==> src/design/m4alu_pkg.sv <==
// Shared types, constants and helpers for the 4x4 matrix unit.
// No dependencies; imported by the controller, the datapath and the top level.
`timescale 1ns / 1ps

package m4alu_pkg;

  // Matrix geometry and element format
  localparam int DIM           = 4;
  localparam int ROW_W         = $clog2(DIM);
  localparam int ELEM_W        = 32;
  localparam int ROW_BITS      = DIM * ELEM_W;
  localparam int PROD_W        = 2 * ELEM_W;
  localparam int PAIR_W        = PROD_W + 1;
  localparam int ACC_W         = PROD_W + 2;
  localparam int FUNC_W        = 2;
  localparam int FRAC_BITS_DEF = 16;

  // Operation codes
  localparam logic [FUNC_W-1:0] OP_ADD = 2'd0;
  localparam logic [FUNC_W-1:0] OP_SUB = 2'd1;
  localparam logic [FUNC_W-1:0] OP_MUL = 2'd2;
  localparam logic [FUNC_W-1:0] OP_TRN = 2'd3;

  // Commands from the controller to the datapath
  typedef struct packed {
    logic             load;     // write one input row into the A and B stores
    logic [ROW_W-1:0] row;      // row being loaded or computed
    logic             prod_en;  // capture products and selected operands
    logic             psum_en;  // capture pairwise product sums
    logic             out_en;   // capture the finished result row
  } m4_cmd_t;

  // Clamp a wide signed value to the signed element range
  function automatic logic [ELEM_W-1:0] sat_elem(input logic [ACC_W-1:0] v);
    logic [ACC_W-ELEM_W:0] top;
    logic [ELEM_W-1:0]     res;
    top = v[ACC_W-1:ELEM_W-1];
    if ((&top) || !(|top)) begin
      res = v[ELEM_W-1:0];
    end else if (v[ACC_W-1]) begin
      res = {1'b1, {(ELEM_W-1){1'b0}}};
    end else begin
      res = {1'b0, {(ELEM_W-1){1'b1}}};
    end
    return res;
  endfunction

endpackage

==> src/design/m4alu_ctrl.sv <==
// Sequencer for the 4x4 matrix unit: row loading, per-row compute steps, output handshake.
// Depends on m4alu_pkg for the command struct and geometry constants.
`timescale 1ns / 1ps

module m4alu_ctrl
  import m4alu_pkg::*;
(
  input  logic    clk,
  input  logic    rst_n,
  input  logic    in_tvalid,
  output logic    in_tready,
  output logic    out_tvalid,
  input  logic    out_tready,
  output m4_cmd_t cmd
);

  localparam logic [2:0] S_LOAD = 3'd0;
  localparam logic [2:0] S_MUL  = 3'd1;
  localparam logic [2:0] S_SUM  = 3'd2;
  localparam logic [2:0] S_FIN  = 3'd3;
  localparam logic [2:0] S_OUT  = 3'd4;

  localparam logic [ROW_W-1:0] ROW_LAST = ROW_W'(DIM - 1);

  logic [2:0]       state_r, state_nxt;
  logic [ROW_W-1:0] row_r, row_nxt;
  logic             in_fire;

  assign in_tready  = (state_r == S_LOAD);
  assign out_tvalid = (state_r == S_OUT);
  assign in_fire    = in_tvalid && in_tready;

  // Next state, row counter and datapath commands
  always_comb begin
    state_nxt   = state_r;
    row_nxt     = row_r;
    cmd.load    = 1'b0;
    cmd.row     = row_r;
    cmd.prod_en = 1'b0;
    cmd.psum_en = 1'b0;
    cmd.out_en  = 1'b0;
    unique case (state_r)
      S_LOAD: begin
        if (in_fire) begin
          cmd.load = 1'b1;
          if (row_r == ROW_LAST) begin
            row_nxt   = '0;
            state_nxt = S_MUL;
          end else begin
            row_nxt = row_r + ROW_W'(1);
          end
        end
      end
      S_MUL: begin
        cmd.prod_en = 1'b1;
        state_nxt   = S_SUM;
      end
      S_SUM: begin
        cmd.psum_en = 1'b1;
        state_nxt   = S_FIN;
      end
      S_FIN: begin
        cmd.out_en = 1'b1;
        state_nxt  = S_OUT;
      end
      S_OUT: begin
        if (out_tready) begin
          if (row_r == ROW_LAST) begin
            row_nxt   = '0;
            state_nxt = S_LOAD;
          end else begin
            row_nxt   = row_r + ROW_W'(1);
            state_nxt = S_MUL;
          end
        end
      end
      default: begin
        state_nxt = S_LOAD;
        row_nxt   = '0;
      end
    endcase
  end

  // Hold state and row counter
  always_ff @(posedge clk) begin
    if (!rst_n) begin
      state_r <= S_LOAD;
      row_r   <= '0;
    end else begin
      state_r <= state_nxt;
      row_r   <= row_nxt;
    end
  end

endmodule

==> config.mk <==
export PLATFORM = sky130hd
export DESIGN_NAME = m4alu_ctrl
export DESIGN_NICKNAME = d
export VERILOG_FILES = /design/src/design/m4alu_pkg.sv /design/src/design/m4alu_ctrl.sv
export SDC_FILE = /design/constraint.sdc
export NUM_CORES = 1
export LEC_CHECK = 0
export ABC_AREA = 1
export BUFFER_PORTS_ARGS = -buffer_cell sky130_fd_sc_hd__buf_2
export CORE_AREA = 2 2 39 41
export CTS_CLUSTER_SIZE = 20
export DETAILED_ROUTE_END_ITERATION = 8
export DIE_AREA = 0 0 41 43
export SLEW_MARGIN = 20
export SYNTH_ARGS = -nofsm -noshare
export SYNTH_HDL_FRONTEND = slang
export SYNTH_SLANG_ARGS = --single-unit
==> constraint.sdc <==
create_clock -name clk -period 1.35 [get_ports clk]
set_clock_uncertainty 0.2 [all_clocks]
set_input_delay 0.27 -clock clk [delete_from_list [all_inputs] [get_ports clk]]
set_output_delay 0.27 -clock clk [all_outputs]
set_load 0.005 [all_outputs]
==> run summary <==
vias in the first global route -> 358
crit-path max FO -> 2
RSZ-0062 raised after global routing -> yes
final net count -> 76
Final Max Slew Viols -> 0
final critical-path required period -> 1.469 ns
die area -> 0.001763 mm^2
DRT Pass-1 Iters -> 3
Mapped Cells -> 48
Req. time, crit path -> 0.88 ns
IO Count -> 12
Synth area leader -> dfxtp_1
Syn Area/Cell -> 6.465 um^2
CP max stage delay -> 0.35 ns
initial core utilization -> 22.42%
violated checks -> setup timing
Net Count, Synth -> 53
Final GP Congestion -> 0.7596
CTS root buf -> clkbuf_4
share of the synthesized area in the top cell type -> 32.26%
Switch Pwr -> 0.0001772 W
ys async rst share -> 0%
final global-route overflow total -> 0
ranking of synthesized cells by area -> dfxtp_1 (32%), nor2_1 (12%), inv_1 (9.7%)
HP Class -> in -> reg
Gate power share -> 34.7%
Final Hold Fails -> 0
Power Total -> 0.0005393 W
Die Wd -> 41 um
PortBufs -> 11
Slew @ Worst Pin -> 0.2197 ns
mapped cell area -> 310.3 um^2
layout cell share with drive strength beyond 1 -> 57.14%
CP arrival -> 1.00 ns
wire per inst -> 9.942 um
H-tree Lvls -> 1
CTS sink cnt -> 5
outcome -> complete, but fails checks
slack of the critical path -> -0.1190 ns
clock network fraction of design power -> 31.0%
global-route wire length before repair -> 1262 um
critical path class -> reg -> out
via/cell ratio -> 4.221
initial antenna violation count -> 0
total track usage -> 10.76%
Yosys cell types -> 14
dpl hpwl -> 522.7 um
Final ANT Viol Nets -> 0
most common cell in the netlist -> nor2_1
max frequency -> 680.8 MHz
critical path cell sequence -> buf_4 > nor2_2 > buf_2
Layout Area Growth over Synthesis -> 68.55%
n_diodes -> 0
total number of vias -> 363
VDD IR-drop max -> 404.7 uV
final worst path period share -> 108.8%
final hold slack -> 0.08132 ns
CTS tree -> yes
core area -> 0.001384 mm^2
Worst-path clk slew -> 0.04 ns
Slew headroom -> 85.34%
Die H -> 43 um
FF+latch count, synth -> 5
Skew-Pair Late Insertion Delay -> 0.24 ns
initial drt markers -> 2
Primary FF master, synth -> dfxtp_1
CP Capture Type -> primary output
CTS Hold Bufs -> 0
Final setup viols -> 8
post-synthesis sequential area ratio -> 32.26%
Int Pwr -> 0.0003621 W
Synth Warn # -> 0
TritonCTS Buffers -> 3
final WL -> 855 um
LEAKAGE -> 0.2821 nW
power per cell area -> 1031 mW/mm^2
Remaining DRCs -> 0
switching share of power -> 32.86%
critical path's slowest cell -> dfxtp_4
Worst Setup Start Kind -> register
Post-synth EDFFs -> 0
Longest Clk Path Bufs -> 2
std cell rows -> 14
Max Cap Viol -> 0
sequential share of power -> 34.3%
pin count of the biggest net entering global routing -> 6
top cells by count, synth -> nor2_1 (10), inv_1 (8), nand2_1 (8), dfxtp_1 (5), nor3_1 (3)
==> power groups by stage <==
stage / combinational (W) / clock [W] / sequential (W)
final: 0.000187 / 0.000167 / 0.000185
after global routing: 0.000209 / 0.000183 / 0.000188
after CTS: 0.000181 / 0.000178 / 0.000182
after global placement: 0.000153 / 0 / 0.000184
after detailed placement: 0.000156 / 0 / 0.000185
after floorplan: 0.000108 / 0 / 0.000184
==> critical path, delay by kind of cell, from the launching register on <==
kind          cells  cell delay [ns]
simple gates      1             0.14
flops             1             0.35
buf+inv           2             0.27
==> what timing repair did <==
item                       4_1_cts  5_1_grt
pin swaps                        4        2
gates cloned                     0        0
resized for setup               13        8
buffers inserted                 5        2
setup endpoints to repair        6        9
==> per-layer routing <==
metal	global-route usage (%)	wire length (um)	part of all wire (%)	vias up
met3	1.571	28	3.3	2
met1	11.00	328	38	165
met4	10.00	11	1.3	0
li1	-	-	-	191
met5	0	0	0	-
met2	17.19	486	57	5
==> worst paths after layout <==
kind,slack [ns],start,depth (start not counted),end
worst max-delay path,-0.12,state_r[0],3,cmd[1]
worst min-delay path,0.08,rst_n,3,row_r[1]
worst max register to register,-0.03,state_r[0],7,row_r[0]
worst min register to register,0.35,row_r[1],4,row_r[1]
==> state kept, by name, summed over array words and instances (netlist names) <==
name,flops
state_r,3
row_r,2
==> through the flow <==
step	TNS, ns	worst slack, ns	instances	area, um^2	utilization [%]
6_report	-0.4589	-0.1190	86	523.0	37.79
5_1_grt	-0.9068	-0.1329	86	523.0	37.79
4_1_cts	-0.4048	-0.08184	84	483.0	34.90
3_5_place_dp	0	0.06560	75	385.4	27.85
3_3_place_gp	0	0.06022	75	385.4	27.85
2_1_floorplan	0	0.2064	48	310.3	-
==> kinds of logic after synthesis <==
family	count (synthesis)	share of synthesized area (%)
compound gates	2	3.226
fa+ha+maj	1	4.032
buf+inv	10	12.10
flops	5	32.26
simple gates	30	48.39
==> cells in the final DEF (no fill, tap or decap), drive strengths merged <==
master,n
nor2,11
dfxtp,5
nand3b,1
ha,1
a21oi,2
nand4,2
nor3,3
nand3,3
buf,18
clkbuf,4
nand2,10
inv,10
==> cell type report <==
class                   instances  area, um^2
fillers                       164       860.8
multi-input cells              33       210.2
flip-flops and latches          5       111.4
repair buffers                 18       107.6
inverters                      10       47.55
clock buffers                   4       26.28
well taps                      16       20.02
Power figures use the tool's default switching activity.
